--- config.mk ---
export PLATFORM = sky130hd
export DESIGN_NAME = day_number_to_civil_date_top
export DESIGN_NICKNAME = d
export VERILOG_FILES = /design/src/rtl/dn2cd_pkg.sv /design/src/rtl/dn2cd_front.sv /design/src/rtl/dn2cd_split.sv /design/src/rtl/dn2cd_month.sv /design/src/rtl/day_number_to_civil_date_top.sv
export SDC_FILE = /design/constraint.sdc
export NUM_CORES = 2
export LEC_CHECK = 0
export ABC_AREA = 1
export BUFFER_PORTS_ARGS = -buffer_cell sky130_fd_sc_hd__buf_2
export CAP_MARGIN = 5
export CORE_AREA = 2 2 377 379
export DETAILED_ROUTE_END_ITERATION = 7
export DIE_AREA = 0 0 379 381
export HOLD_SLACK_MARGIN = 0.06
export PLACE_DENSITY = 0.54
export SYNTH_ARGS = -nofsm -noshare
export SYNTH_HDL_FRONTEND = slang
export SYNTH_SLANG_ARGS = --single-unit
--- constraint.sdc ---
create_clock -name clk_i -period 39.9 [get_ports clk_i]
set_clock_uncertainty 0.2 [all_clocks]
set_input_delay 7.98 -clock clk_i [delete_from_list [all_inputs] [get_ports clk_i]]
set_output_delay 7.98 -clock clk_i [all_outputs]
set_load 0.01 [all_outputs]
--- src/rtl/dn2cd_pkg.sv ---
`timescale 1ns / 1ps

package dn2cd_pkg;

  localparam logic signed [23:0] CountMin = -24'sd4371596;
  localparam logic signed [23:0] CountMax = 24'sd2932896;
  localparam logic signed [23:0] GregCut  = -24'sd79366;

  localparam logic [24:0] GregOffset = 25'd719468;
  localparam logic [24:0] JulOffset  = 25'd4371970;
  localparam logic [24:0] WdayOffset = 25'd4899997;

  localparam logic [13:0] RecipGreg = 14'd114;
  localparam logic [13:0] RecipJul  = 14'd11483;
  localparam logic [17:0] DaysEraGreg = 18'd146097;
  localparam logic [17:0] DaysEraJul  = 18'd1461;
  localparam logic [15:0] DaysCent    = 16'd36524;
  localparam logic [10:0] DaysQuad    = 11'd1461;
  localparam logic [8:0]  DaysYear    = 9'd365;
  localparam logic signed [15:0] JulYearBias = 16'sd10000;

  typedef struct packed {
    logic        greg;
    logic [11:0] era;
    logic [17:0] doe;
    logic [2:0]  wday;
  } dn2cd_era_t;

  typedef struct packed {
    logic        greg;
    logic [11:0] era;
    logic [8:0]  yoe;
    logic [8:0]  doy;
    logic [2:0]  wday;
  } dn2cd_yday_t;

  function automatic logic [8:0] month_start(input logic [3:0] mp);
    logic [8:0] s;
    case (mp)
      4'd0:    s = 9'd0;
      4'd1:    s = 9'd31;
      4'd2:    s = 9'd61;
      4'd3:    s = 9'd92;
      4'd4:    s = 9'd122;
      4'd5:    s = 9'd153;
      4'd6:    s = 9'd184;
      4'd7:    s = 9'd214;
      4'd8:    s = 9'd245;
      4'd9:    s = 9'd275;
      4'd10:   s = 9'd306;
      4'd11:   s = 9'd337;
      default: s = 9'd0;
    endcase
    return s;
  endfunction

endpackage

--- src/rtl/dn2cd_front.sv ---
`timescale 1ns / 1ps

module dn2cd_front import dn2cd_pkg::*; (
  input  logic              clk_i,
  input  logic              rst_ni,
  input  logic              in_valid_i,
  output logic              in_stall_o,
  input  logic [23:0]       day_count_i,
  output logic              vld_o,
  input  logic              hold_i,
  output dn2cd_era_t        data_o
);

  logic v1_q, v2_q, v3_q, v4_q;
  logic e1, e2, e3, e4;

  logic        greg1_q, greg2_q, greg3_q;
  logic [22:0] z1_q, z2_q, z3_q;
  logic [22:0] u1_q;
  logic [11:0] qa2_q, qa3_q;
  logic [22:0] pa3_q;
  logic [5:0]  ws2_q;
  logic [3:0]  ws3_q;
  dn2cd_era_t  s4_q;

  logic        greg1_d;
  logic [22:0] z1_d;
  logic [22:0] u1_d;
  logic [11:0] qa2_d;
  logic [5:0]  ws2_d;
  dn2cd_era_t  s4_d;

  assign e4 = !v4_q || !hold_i;
  assign e3 = !v3_q || e4;
  assign e2 = !v2_q || e3;
  assign e1 = !v1_q || e2;
  assign in_stall_o = !e1;

  always_comb begin
    logic signed [23:0] cnt;
    logic [24:0] ext;
    cnt = $signed(day_count_i);
    if (cnt < CountMin || cnt > CountMax) begin
      cnt = 24'sd0;
    end
    ext = {cnt[23], cnt};
    greg1_d = (cnt >= GregCut);
    if (greg1_d) begin
      z1_d = 23'(ext + GregOffset);
    end else begin
      z1_d = 23'(ext + JulOffset);
    end
    u1_d = 23'(ext + WdayOffset);
  end

  always_comb begin
    logic [35:0] prod;
    logic [23:0] up;
    prod = {13'd0, z1_q} * {22'd0, (greg1_q ? RecipGreg : RecipJul)};
    qa2_d = prod[35:24];
    up = {1'b0, u1_q};
    ws2_d = 6'd0;
    for (int i = 0; i < 8; i++) begin
      ws2_d = ws2_d + {3'd0, up[3*i +: 3]};
    end
  end

  always_comb begin
    logic [22:0] r;
    logic [17:0] dsel;
    logic [3:0]  v;
    dsel = greg3_q ? DaysEraGreg : DaysEraJul;
    r = z3_q - pa3_q;
    s4_d.greg = greg3_q;
    if (r >= {5'd0, dsel}) begin
      s4_d.era = qa3_q + 12'd1;
      s4_d.doe = 18'(r - {5'd0, dsel});
    end else begin
      s4_d.era = qa3_q;
      s4_d.doe = r[17:0];
    end
    v = ws3_q;
    if (v >= 4'd14) begin
      v = v - 4'd14;
    end else if (v >= 4'd7) begin
      v = v - 4'd7;
    end
    s4_d.wday = (v == 4'd0) ? 3'd7 : v[2:0];
  end

  always_ff @(posedge clk_i or negedge rst_ni) begin
    if (!rst_ni) begin
      v1_q <= 1'b0;
      v2_q <= 1'b0;
      v3_q <= 1'b0;
      v4_q <= 1'b0;
    end else begin
      if (e1) v1_q <= in_valid_i;
      if (e2) v2_q <= v1_q;
      if (e3) v3_q <= v2_q;
      if (e4) v4_q <= v3_q;
    end
  end

  always_ff @(posedge clk_i) begin
    if (e1) begin
      greg1_q <= greg1_d;
      z1_q    <= z1_d;
      u1_q    <= u1_d;
    end
    if (e2) begin
      greg2_q <= greg1_q;
      z2_q    <= z1_q;
      qa2_q   <= qa2_d;
      ws2_q   <= ws2_d;
    end
    if (e3) begin
      greg3_q <= greg2_q;
      z3_q    <= z2_q;
      qa3_q   <= qa2_q;
      pa3_q   <= 23'({11'd0, qa2_q} * {5'd0, (greg2_q ? DaysEraGreg : DaysEraJul)});
      ws3_q   <= {1'b0, ws2_q[2:0]} + {1'b0, ws2_q[5:3]};
    end
    if (e4) begin
      s4_q <= s4_d;
    end
  end

  assign vld_o  = v4_q;
  assign data_o = s4_q;

endmodule

--- src/rtl/dn2cd_split.sv ---
`timescale 1ns / 1ps

module dn2cd_split import dn2cd_pkg::*; (
  input  logic        clk_i,
  input  logic        rst_ni,
  input  logic        vld_i,
  output logic        hold_o,
  input  dn2cd_era_t  data_i,
  output logic        vld_o,
  input  logic        hold_i,
  output dn2cd_yday_t data_o
);

  logic v5_q, v6_q, v7_q, v8_q, v9_q;
  logic e5, e6, e7, e8, e9;

  logic        greg5_q, greg6_q, greg7_q, greg8_q;
  logic [11:0] era5_q, era6_q, era7_q, era8_q;
  logic [2:0]  wd5_q, wd6_q, wd7_q, wd8_q;
  logic [1:0]  cent5_q, cent6_q, cent7_q, cent8_q;
  logic [15:0] dc5_q, dc6_q, dc7_q;
  logic [4:0]  qb6_q, qb7_q, quad8_q;
  logic [15:0] pb7_q;
  logic [10:0] dq8_q;
  dn2cd_yday_t s9_q;

  logic [1:0]  cent5_d;
  logic [15:0] dc5_d;
  logic [4:0]  quad8_d;
  logic [10:0] dq8_d;
  dn2cd_yday_t s9_d;

  assign e9 = !v9_q || !hold_i;
  assign e8 = !v8_q || e9;
  assign e7 = !v7_q || e8;
  assign e6 = !v6_q || e7;
  assign e5 = !v5_q || e6;
  assign hold_o = !e5;

  always_comb begin
    if (!data_i.greg) begin
      cent5_d = 2'd0;
      dc5_d   = data_i.doe[15:0];
    end else if (data_i.doe >= 18'd109572) begin
      cent5_d = 2'd3;
      dc5_d   = 16'(data_i.doe - 18'd109572);
    end else if (data_i.doe >= 18'd73048) begin
      cent5_d = 2'd2;
      dc5_d   = 16'(data_i.doe - 18'd73048);
    end else if (data_i.doe >= {2'd0, DaysCent}) begin
      cent5_d = 2'd1;
      dc5_d   = 16'(data_i.doe - {2'd0, DaysCent});
    end else begin
      cent5_d = 2'd0;
      dc5_d   = data_i.doe[15:0];
    end
  end

  always_comb begin
    logic [15:0] r;
    r = dc7_q - pb7_q;
    if (r >= {5'd0, DaysQuad}) begin
      quad8_d = qb7_q + 5'd1;
      dq8_d   = 11'(r - {5'd0, DaysQuad});
    end else begin
      quad8_d = qb7_q;
      dq8_d   = r[10:0];
    end
  end

  always_comb begin
    logic [1:0]  yr;
    logic [10:0] sub;
    if (dq8_q >= 11'd1095) begin
      yr = 2'd3;
      sub = 11'd1095;
    end else if (dq8_q >= 11'd730) begin
      yr = 2'd2;
      sub = 11'd730;
    end else if (dq8_q >= {2'd0, DaysYear}) begin
      yr = 2'd1;
      sub = {2'd0, DaysYear};
    end else begin
      yr = 2'd0;
      sub = 11'd0;
    end
    s9_d.greg = greg8_q;
    s9_d.era  = era8_q;
    s9_d.wday = wd8_q;
    s9_d.doy  = 9'(dq8_q - sub);
    s9_d.yoe  = 9'({7'd0, cent8_q} * 9'd100) + {2'd0, quad8_q, 2'd0} + {7'd0, yr};
  end

  always_ff @(posedge clk_i or negedge rst_ni) begin
    if (!rst_ni) begin
      v5_q <= 1'b0;
      v6_q <= 1'b0;
      v7_q <= 1'b0;
      v8_q <= 1'b0;
      v9_q <= 1'b0;
    end else begin
      if (e5) v5_q <= vld_i;
      if (e6) v6_q <= v5_q;
      if (e7) v7_q <= v6_q;
      if (e8) v8_q <= v7_q;
      if (e9) v9_q <= v8_q;
    end
  end

  always_ff @(posedge clk_i) begin
    if (e5) begin
      greg5_q <= data_i.greg;
      era5_q  <= data_i.era;
      wd5_q   <= data_i.wday;
      cent5_q <= cent5_d;
      dc5_q   <= dc5_d;
    end
    if (e6) begin
      greg6_q <= greg5_q;
      era6_q  <= era5_q;
      wd6_q   <= wd5_q;
      cent6_q <= cent5_q;
      dc6_q   <= dc5_q;
      qb6_q   <= 5'(({14'd0, dc5_q} * {16'd0, RecipJul}) >> 24);
    end
    if (e7) begin
      greg7_q <= greg6_q;
      era7_q  <= era6_q;
      wd7_q   <= wd6_q;
      cent7_q <= cent6_q;
      dc7_q   <= dc6_q;
      qb7_q   <= qb6_q;
      pb7_q   <= {11'd0, qb6_q} * {5'd0, DaysQuad};
    end
    if (e8) begin
      greg8_q <= greg7_q;
      era8_q  <= era7_q;
      wd8_q   <= wd7_q;
      cent8_q <= cent7_q;
      quad8_q <= quad8_d;
      dq8_q   <= dq8_d;
    end
    if (e9) begin
      s9_q <= s9_d;
    end
  end

  assign vld_o  = v9_q;
  assign data_o = s9_q;

endmodule

--- src/rtl/dn2cd_month.sv ---
`timescale 1ns / 1ps

module dn2cd_month import dn2cd_pkg::*; (
  input  logic               clk_i,
  input  logic               rst_ni,
  input  logic               vld_i,
  output logic               hold_o,
  input  dn2cd_yday_t        data_i,
  output logic               vld_o,
  input  logic               hold_i,
  output logic signed [14:0] year_o,
  output logic [3:0]         month_o,
  output logic [4:0]         day_of_month_o,
  output logic [2:0]         weekday_o
);

  logic v10_q, v11_q;
  logic e10, e11;

  logic [3:0]         mp10_q;
  logic [8:0]         doy10_q;
  logic signed [15:0] yb10_q;
  logic [2:0]         wd10_q;

  logic [3:0]         mp10_d;
  logic signed [15:0] yb10_d;

  logic signed [14:0] year_q;
  logic [3:0]         month_q;
  logic [4:0]         dom_q;
  logic [2:0]         wd_q;

  assign e11 = !v11_q || !hold_i;
  assign e10 = !v10_q || e11;
  assign hold_o = !e10;

  always_comb begin
    logic [15:0] ebase;
    mp10_d = 4'd0;
    for (int i = 1; i < 12; i++) begin
      if (data_i.doy >= month_start(4'(i))) begin
        mp10_d = mp10_d + 4'd1;
      end
    end
    if (data_i.greg) begin
      ebase = 16'({4'd0, data_i.era} * 16'd400);
      yb10_d = $signed(ebase + {7'd0, data_i.yoe});
    end else begin
      ebase = {2'd0, data_i.era, 2'd0};
      yb10_d = $signed(ebase + {7'd0, data_i.yoe}) - JulYearBias;
    end
  end

  always_ff @(posedge clk_i or negedge rst_ni) begin
    if (!rst_ni) begin
      v10_q <= 1'b0;
      v11_q <= 1'b0;
    end else begin
      if (e10) v10_q <= vld_i;
      if (e11) v11_q <= v10_q;
    end
  end

  always_ff @(posedge clk_i) begin
    if (e10) begin
      mp10_q  <= mp10_d;
      doy10_q <= data_i.doy;
      yb10_q  <= yb10_d;
      wd10_q  <= data_i.wday;
    end
    if (e11) begin
      month_q <= (mp10_q < 4'd10) ? mp10_q + 4'd3 : mp10_q - 4'd9;
      dom_q   <= 5'(doy10_q - month_start(mp10_q) + 9'd1);
      year_q  <= 15'(yb10_q + ((mp10_q >= 4'd10) ? 16'sd1 : 16'sd0));
      wd_q    <= wd10_q;
    end
  end

  assign vld_o          = v11_q;
  assign year_o         = year_q;
  assign month_o        = month_q;
  assign day_of_month_o = dom_q;
  assign weekday_o      = wd_q;

endmodule

--- src/rtl/day_number_to_civil_date_top.sv ---
`timescale 1ns / 1ps

// Channel  Direction  Handshake                 Payload
// in       input      in_valid_i / in_stall_o   day_count_i
// out      output     out_valid_o / out_stall_i year_o, month_o, day_of_month_o, weekday_o
//
// One item enters per cycle while in_stall_o is low. The result is offered once it
// has passed eleven register stages: era split, century, four-year
// and year split, then month lookup.
// Reset clears only the stage valid bits.
// A stalled output holds its stage; bubbles upstream still close up.

module day_number_to_civil_date_top import dn2cd_pkg::*; (
  input  logic               clk_i,
  input  logic               rst_ni,
  input  logic               in_valid_i,
  output logic               in_stall_o,
  input  logic [23:0]        day_count_i,
  output logic               out_valid_o,
  input  logic               out_stall_i,
  output logic signed [14:0] year_o,
  output logic [3:0]         month_o,
  output logic [4:0]         day_of_month_o,
  output logic [2:0]         weekday_o
);

  logic        fr_vld, fr_hold;
  dn2cd_era_t  fr_data;
  logic        sp_vld, sp_hold;
  dn2cd_yday_t sp_data;

  dn2cd_front u_front (
    .clk_i       (clk_i),
    .rst_ni      (rst_ni),
    .in_valid_i  (in_valid_i),
    .in_stall_o  (in_stall_o),
    .day_count_i (day_count_i),
    .vld_o       (fr_vld),
    .hold_i      (fr_hold),
    .data_o      (fr_data)
  );

  dn2cd_split u_split (
    .clk_i  (clk_i),
    .rst_ni (rst_ni),
    .vld_i  (fr_vld),
    .hold_o (fr_hold),
    .data_i (fr_data),
    .vld_o  (sp_vld),
    .hold_i (sp_hold),
    .data_o (sp_data)
  );

  dn2cd_month u_month (
    .clk_i          (clk_i),
    .rst_ni         (rst_ni),
    .vld_i          (sp_vld),
    .hold_o         (sp_hold),
    .data_i         (sp_data),
    .vld_o          (out_valid_o),
    .hold_i         (out_stall_i),
    .year_o         (year_o),
    .month_o        (month_o),
    .day_of_month_o (day_of_month_o),
    .weekday_o      (weekday_o)
  );

`ifndef SYNTHESIS
  a_stall_only_on_out_stall: assert property (@(posedge clk_i) disable iff (!rst_ni)
    in_stall_o |-> (out_valid_o && out_stall_i))
    else $error("input stalled without a stalled output");

  a_month_range: assert property (@(posedge clk_i) disable iff (!rst_ni)
    out_valid_o |-> (month_o >= 4'd1 && month_o <= 4'd12 && day_of_month_o != 5'd0))
    else $error("month or day out of range");

  a_weekday_range: assert property (@(posedge clk_i) disable iff (!rst_ni)
    out_valid_o |-> (weekday_o != 3'd0))
    else $error("weekday out of range");
`endif

endmodule

* Yosys cells after proc, flatten, opt, wreduce, memory -nomap -nowiden
Memory sizes are Yosys's and may differ from the RTL's. A register that Yosys moved wholly into a read port is not among the register bits.
Cells that the tools add are included.
** Storage, ports and cells
- Register bits :: 447
- Bits in read-only memories :: 144
- Logic and storage cells :: 205
- Memories :: 1
- Output and inout port bits :: 29
- Bits of input ports :: 28
** Memories
- (name not given) :: depth 16, bits a word 9, read ports 1, clocked after Yosys merged registers in 1, wr ports 0, RTL line dn2cd_pkg.sv:39 : case (mp)
** Cells by class
- Add/sub/neg operators :: 43
- $lt $le $gt $ge :: 26
- Reductions and logical operators :: 26
- Muxes and demuxes :: 39
- Multiply operators :: 6
** Operator list (count)
- $mux W16 :: 4
- $mux W4 :: 14
- $add A23 B23 Y23 const B :: 2
- $add A4 B1 Y4 const B :: 9
- $ge A18 B17 Y1 const B :: 2
- $ge A9 B8 Y1 const B :: 4
- $mul A23 B14 Y36 :: 1
- $mux W18 :: 2
- $sub A16 B16 Y16 const B :: 2
- $add A6 B3 Y6 :: 5
- $mux W30 :: 1
- $mul A16 B14 Y29 const B :: 1
- $ge A9 B9 Y1 const B :: 3
- $mux W9 :: 3
- $ge A24 B18 Y1 const B :: 1
- $gt A24 B23 Y1 const B :: 1
- $lt A24 B24 Y1 const B :: 1
- $mux W24 :: 1
- $add A23 B21 Y23 const B :: 1
- $ge A23 B18 Y1 :: 1
- $mul A12 B18 Y23 :: 1
- $mux W23 :: 1
- $sub A23 B23 Y23 :: 1
- $ge A18 B16 Y1 const B :: 1
- other kinds (42) :: 77

* Depth between registers and ports, before layout
- Word-level depth :: 23
- Mapped depth :: 44
- Mapped depth without buffers :: 44

* Modules after synthesis
Synthesis repeated with hierarchy kept, for this count alone.
** Second synthesis, totals
- Cell total of the unflattened synthesis :: 4986
- Area, all modules :: 43812.0 µm²
** Modules (own cells, without submodules)
- dn2cd_front :: seq. area each 5625.4 µm², instances 1, cells an instance 2704, area each 23065.9 µm²
- dn2cd_split :: seq. area each 5950.7 µm², instances 1, cells an instance 1555, area each 15073.2 µm²
- dn2cd_month :: seq. area each 1771.7 µm², instances 1, cells an instance 727, area each 5672.9 µm²

* Worst setup path before layout
No wires, ideal clock.
- Path kind :: input to output
- Start :: input out_stall_i
- End :: output in_stall_o
- Path buffers :: 0
- Stages :: 20
- Data required time :: 31.720 ns
- Arrival time :: 16.771 ns
- Setup slack :: 14.949 ns
- Path through :: nand2_1 > nor2_1 > inv_1 > nor2_1 > inv_1 > nor2_1 > inv_1 > nor2_1 > inv_1 > nor2_1 > inv_1 > nor2_1 > inv_1 > nor2_1 > inv_1 > nor2_1 > inv_1 > nor2_1 > inv_1 > nor2_1
** Between the ends
- Longest elaborated chain between the ends :: 13
** Ends and longest elaborated chain
- start, declared :: RTL line day_number_to_civil_date_top.sv:20 : input logic out_stall_i,
- $logic_not A1 Y1 :: RTL line dn2cd_month.sv:33 : assign e11 = !v11_q || !hold_i;
- $logic_or A1 B1 Y1 :: RTL line dn2cd_month.sv:33
- $logic_or A1 B1 Y1 :: RTL line dn2cd_month.sv:34 : assign e10 = !v10_q || e11;
- $logic_or A1 B1 Y1 :: RTL line dn2cd_split.sv:33 : assign e9 = !v9_q || !hold_i;
- via u_split.e9 :: RTL line dn2cd_split.sv:15 : logic e5, e6, e7, e8, e9;
- $logic_or A1 B1 Y1 :: RTL line dn2cd_split.sv:34 : assign e8 = !v8_q || e9;
- via u_split.e8 :: RTL line dn2cd_split.sv:15
- $logic_or A1 B1 Y1 :: RTL line dn2cd_split.sv:35 : assign e7 = !v7_q || e8;
- via u_split.e7 :: RTL line dn2cd_split.sv:15
- [1 not listed]
- via u_split.e6 :: RTL line dn2cd_split.sv:15
- [1 not listed]
- via u_split.e5 :: RTL line dn2cd_split.sv:15
- $logic_or A1 B1 Y1 :: RTL line dn2cd_front.sv:33 : assign e4 = !v4_q || !hold_i;
- via u_front.e4 :: RTL line dn2cd_front.sv:15 : logic e1, e2, e3, e4;
- $logic_or A1 B1 Y1 :: RTL line dn2cd_front.sv:34 : assign e3 = !v3_q || e4;
- via u_front.e3 :: RTL line dn2cd_front.sv:15
- $logic_or A1 B1 Y1 :: RTL line dn2cd_front.sv:35 : assign e2 = !v2_q || e3;
- via u_front.e2 :: RTL line dn2cd_front.sv:15
- $logic_or A1 B1 Y1 :: RTL line dn2cd_front.sv:36 : assign e1 = !v1_q || e2;
- $logic_not A1 Y1 :: RTL line dn2cd_front.sv:37 : assign in_stall_o = !e1;
- end, declared :: RTL line day_number_to_civil_date_top.sv:17 : output logic in_stall_o,
The timed path passes the listed nets, and every way through them passes these cells.

* Worst setup path after layout
- Start :: input out_stall_i
- End :: output in_stall_o
** Between the ends
- Longest elaborated chain between the ends :: 13
** Ends and longest elaborated chain
- $logic_not A1 Y1 :: RTL line dn2cd_month.sv:33
- $logic_or A1 B1 Y1 :: RTL line dn2cd_month.sv:33
- via u_month.e11 :: RTL line dn2cd_month.sv:18 : logic e10, e11;
- $logic_or A1 B1 Y1 :: RTL line dn2cd_month.sv:34
- $logic_or A1 B1 Y1 :: RTL line dn2cd_split.sv:33
- via u_split.e9 :: RTL line dn2cd_split.sv:15
- $logic_or A1 B1 Y1 :: RTL line dn2cd_split.sv:34
- via u_split.e8 :: RTL line dn2cd_split.sv:15
- [1 not listed]
- via u_split.e7 :: RTL line dn2cd_split.sv:15
- [1 not listed]
- via u_split.e6 :: RTL line dn2cd_split.sv:15
- [1 not listed]
- via u_split.e5 :: RTL line dn2cd_split.sv:15
- $logic_or A1 B1 Y1 :: RTL line dn2cd_front.sv:33
- via u_front.e4 :: RTL line dn2cd_front.sv:15
- $logic_or A1 B1 Y1 :: RTL line dn2cd_front.sv:34
- via u_front.e3 :: RTL line dn2cd_front.sv:15
- $logic_or A1 B1 Y1 :: RTL line dn2cd_front.sv:35
- via u_front.e2 :: RTL line dn2cd_front.sv:15
- $logic_or A1 B1 Y1 :: RTL line dn2cd_front.sv:36
- $logic_not A1 Y1 :: RTL line dn2cd_front.sv:37
The timed path passes the listed nets, and every way through them passes these cells.

==> flow_summary.toml <==
[worst_setup_path]
crit_fanout = 55
cp.arrival_ps = 13550
crit_path_start_kind = "input port"
critPathRequiredTime_ps = 31720
criticalPathCategory = "input port to primary output"
cp-end-kind = "primary output"

[yosys]
synth.most_common_cell = "inv_1"
syn_area_um2 = 41800
yosys_warnings = 0
synth_edf_count = 432
synth_cell_types = 71
synth-seq-area-share = 0.320
yosysTopAreaCellShare = 0.311
synth-main-ff-cell = "edfxtp_1"
ys_async_sr_fraction = 0.0246
synthTopCellsByArea = "edfxtp_1 31%, ha_1 16%, fa_1 16%"
synth-seq-cells = 448
synth_top_area_cell = "edfxtp_1"
synth_nets = 5333
syn_area_per_cell_um2 = 9.45
synth_common_cells = "1,051 x inv_1, 625 x nand2_1, 546 x ha_1, 432 x edfxtp_1, 340 x fa_1"
syn_inst = 4419

[final_layout]
fillers = 14700
regArea_um2 = 13300
fin_nets = 5417
design_area_um2 = 46000
multi_input_area_um2 = 24200
drive_above_1_share = 0.0586
syn_to_final_growth_pct = 10.2
diodes = 0

[cts]
cts-resized-gates = 0
cts.htree.levels = 2
clockBufferDepth = 3
cts_tree = "done"
cts_buffers = 47
cts_root_buf = "clkbuf_16"
cts_hold_buf = 0
cts_setup_buffers = 0
cts.sinks = 448
insertion_delay_ps = 620
cts.clk_slew.worst_paths_ps = 70

[grt]
first_global_vias = 28600
antenna_found_initial = 0
grt_overflow = 0
grt_pass1_wl_mm = 146
grtUsageTotal = 0.124
grt_max_degree = 63

[floorplan]
die_x_um = 379
std_cell_rows = 138
coreArea_um2 = 141000
ios = 57
initial_core_util = 0.297
dieArea_um2 = 144000
die_y_um = 381

[drt]
routed_via_density = 4.42
drtAntennaViolNets = 0
dr_total_vias = 28400
drc = 0
dr.pass1.iters = 5
wire_per_inst_um = 13.7
first_iter_violations = 1371
wirelength_mm = 88.2

[placement]
io_buffers = 56
place_area_um2 = 44300
hpwl_mm = 73.3
place_ws_ps = 18010
gp_congestion = 0.893

[timing]
tns_ps = 0
finalWorstSetupSlack_ps = 18170
setup_viol = 0
fin_crit_sh = 0.545
fmax_ghz = 0.0460
worst_pin_slew_ps = 1080
max-slew-margin-rel = 0.275
period_minus_slack_ps = 21730
rsz0062_at_grt = "false"
hold_violations = 0
slew_violations = 0

[job]
cap_viol_max_count = 0

[worst_hold_path]
hold_path_class = "flop to flop"

[outcome]
outcome = "complete, no violations"
sequential cells by signal, indices dropped and copies added (netlist names), 12 cells and up, named ones only:
name	count
u_front.data_o	34
u_front.pa3_q	23
u_front.qa2_q	12
u_front.u1_q	23
u_front.z1_q	23
u_front.z2_q	23
u_front.z3_q	23
u_month.yb10_q	15
u_month.year_o	15
u_split.data_o	34
u_split.dc5_q	16
u_split.dc6_q	16
u_split.dc7_q	16
u_split.era5_q	12
u_split.era6_q	12
u_split.era7_q	12
u_split.era8_q	12
u_split.pb7_q	16
worst max-delay path: stages:
cell	delay (ps)
buf_2	90
nand2_1	780
nor2_1	240
inv_1	150
nor2_1	50
inv_1	40
buf_4	380
nor2_1	90
inv_1	90
nor2_1	50
inv_2	40
buf_4	510
nor2_1	80
inv_1	70
buf_4	420
nor2_1	80
inv_1	70
buf_4	390
nor2_1	70
inv_1	60
buf_4	380
nor2_1	110
inv_2	70
nor2_1	40
inv_2	650
nor2_1	280
buf_2	220
final timing paths:
path	startpoint	endpoint	slack (ps)	depth (start not counted)
worst min register to register	u_front.data_o[22]	u_split.era5_q[1]	190	0
worst min-delay path	u_front.data_o[22]	u_split.era5_q[1]	190	0
worst max register to register	u_split.data_o[7]	flop	32810	43
min in group asynchronous	rst_ni	u_month.vld_o	7090	1
worst max-delay path	out_stall_i	in_stall_o	18170	27
max in group asynchronous	rst_ni	u_front.v2_q	32060	1
layout by cell type, fill, tap and decap left out, types with 22 or more instances in the layout:
cell type	netlist	final
nand2_2	23	23
ha_1	546	546
edfxtp_1	432	432
nand4_1	27	27
xnor2_1	61	61
inv_1	1051	1047
inv_2	19	22
a21oi_1	206	206
nor2_1	259	259
o211ai_1	22	22
nand3_1	136	136
buf_2	2	56
nand2_1	625	625
clkbuf_16	0	47
nor3_1	47	47
o21ai_0	157	157
fa_1	340	340
xor2_1	188	188
kinds of logic (layout without fill, tap and decap cells):
group / after synthesis / in the layout / share of synthesized area
AND/OR/NAND/NOR: 1219 / 1219 / 0.131
adder cells (fa/ha/maj): 886 / 886 / 0.326
buffers and inverters: 1108 / 1231 / 0.101
AO/OA/AOI/OAI: 509 / 509 / 0.0702
flip-flops: 448 / 448 / 0.320
XOR/XNOR: 249 / 249 / 0.0522
routing by layer:
| layer | up-vias | share of wire | global-route usage |
|---|---|---|---|
| met3 | 96 | 0.035 | 0.0149 |
| met4 | 0 | 0.018 | 0.0254 |
| met2 | 434 | 0.48 | 0.214 |
| met5 | - | 0 | 0 |
| li1 | 14300 | - | - |
| met1 | 13600 | 0.46 | 0.167 |
cell type report:
cell class	instances	area share
timing repair buffer	68	0.00805
multi-input combinational	2863	0.526
sequential	448	0.290
tap	1890	0.0514
clock inverter	30	0.00981
inverter	1075	0.0878
clock buffer	58	0.0271
metrics by stage:
stage	util	hold WS, ps	std cells
after floorplan	-	200	4419
after global placement	0.315	201	6344
after detailed placement	0.315	205	6344
after CTS	0.328	176	6432
after global routing	0.328	196	6432
final	0.328	190	6432
Power is not shown: default switching activity piles up to over one toggle a cycle in this logic, so the estimate is an artifact.
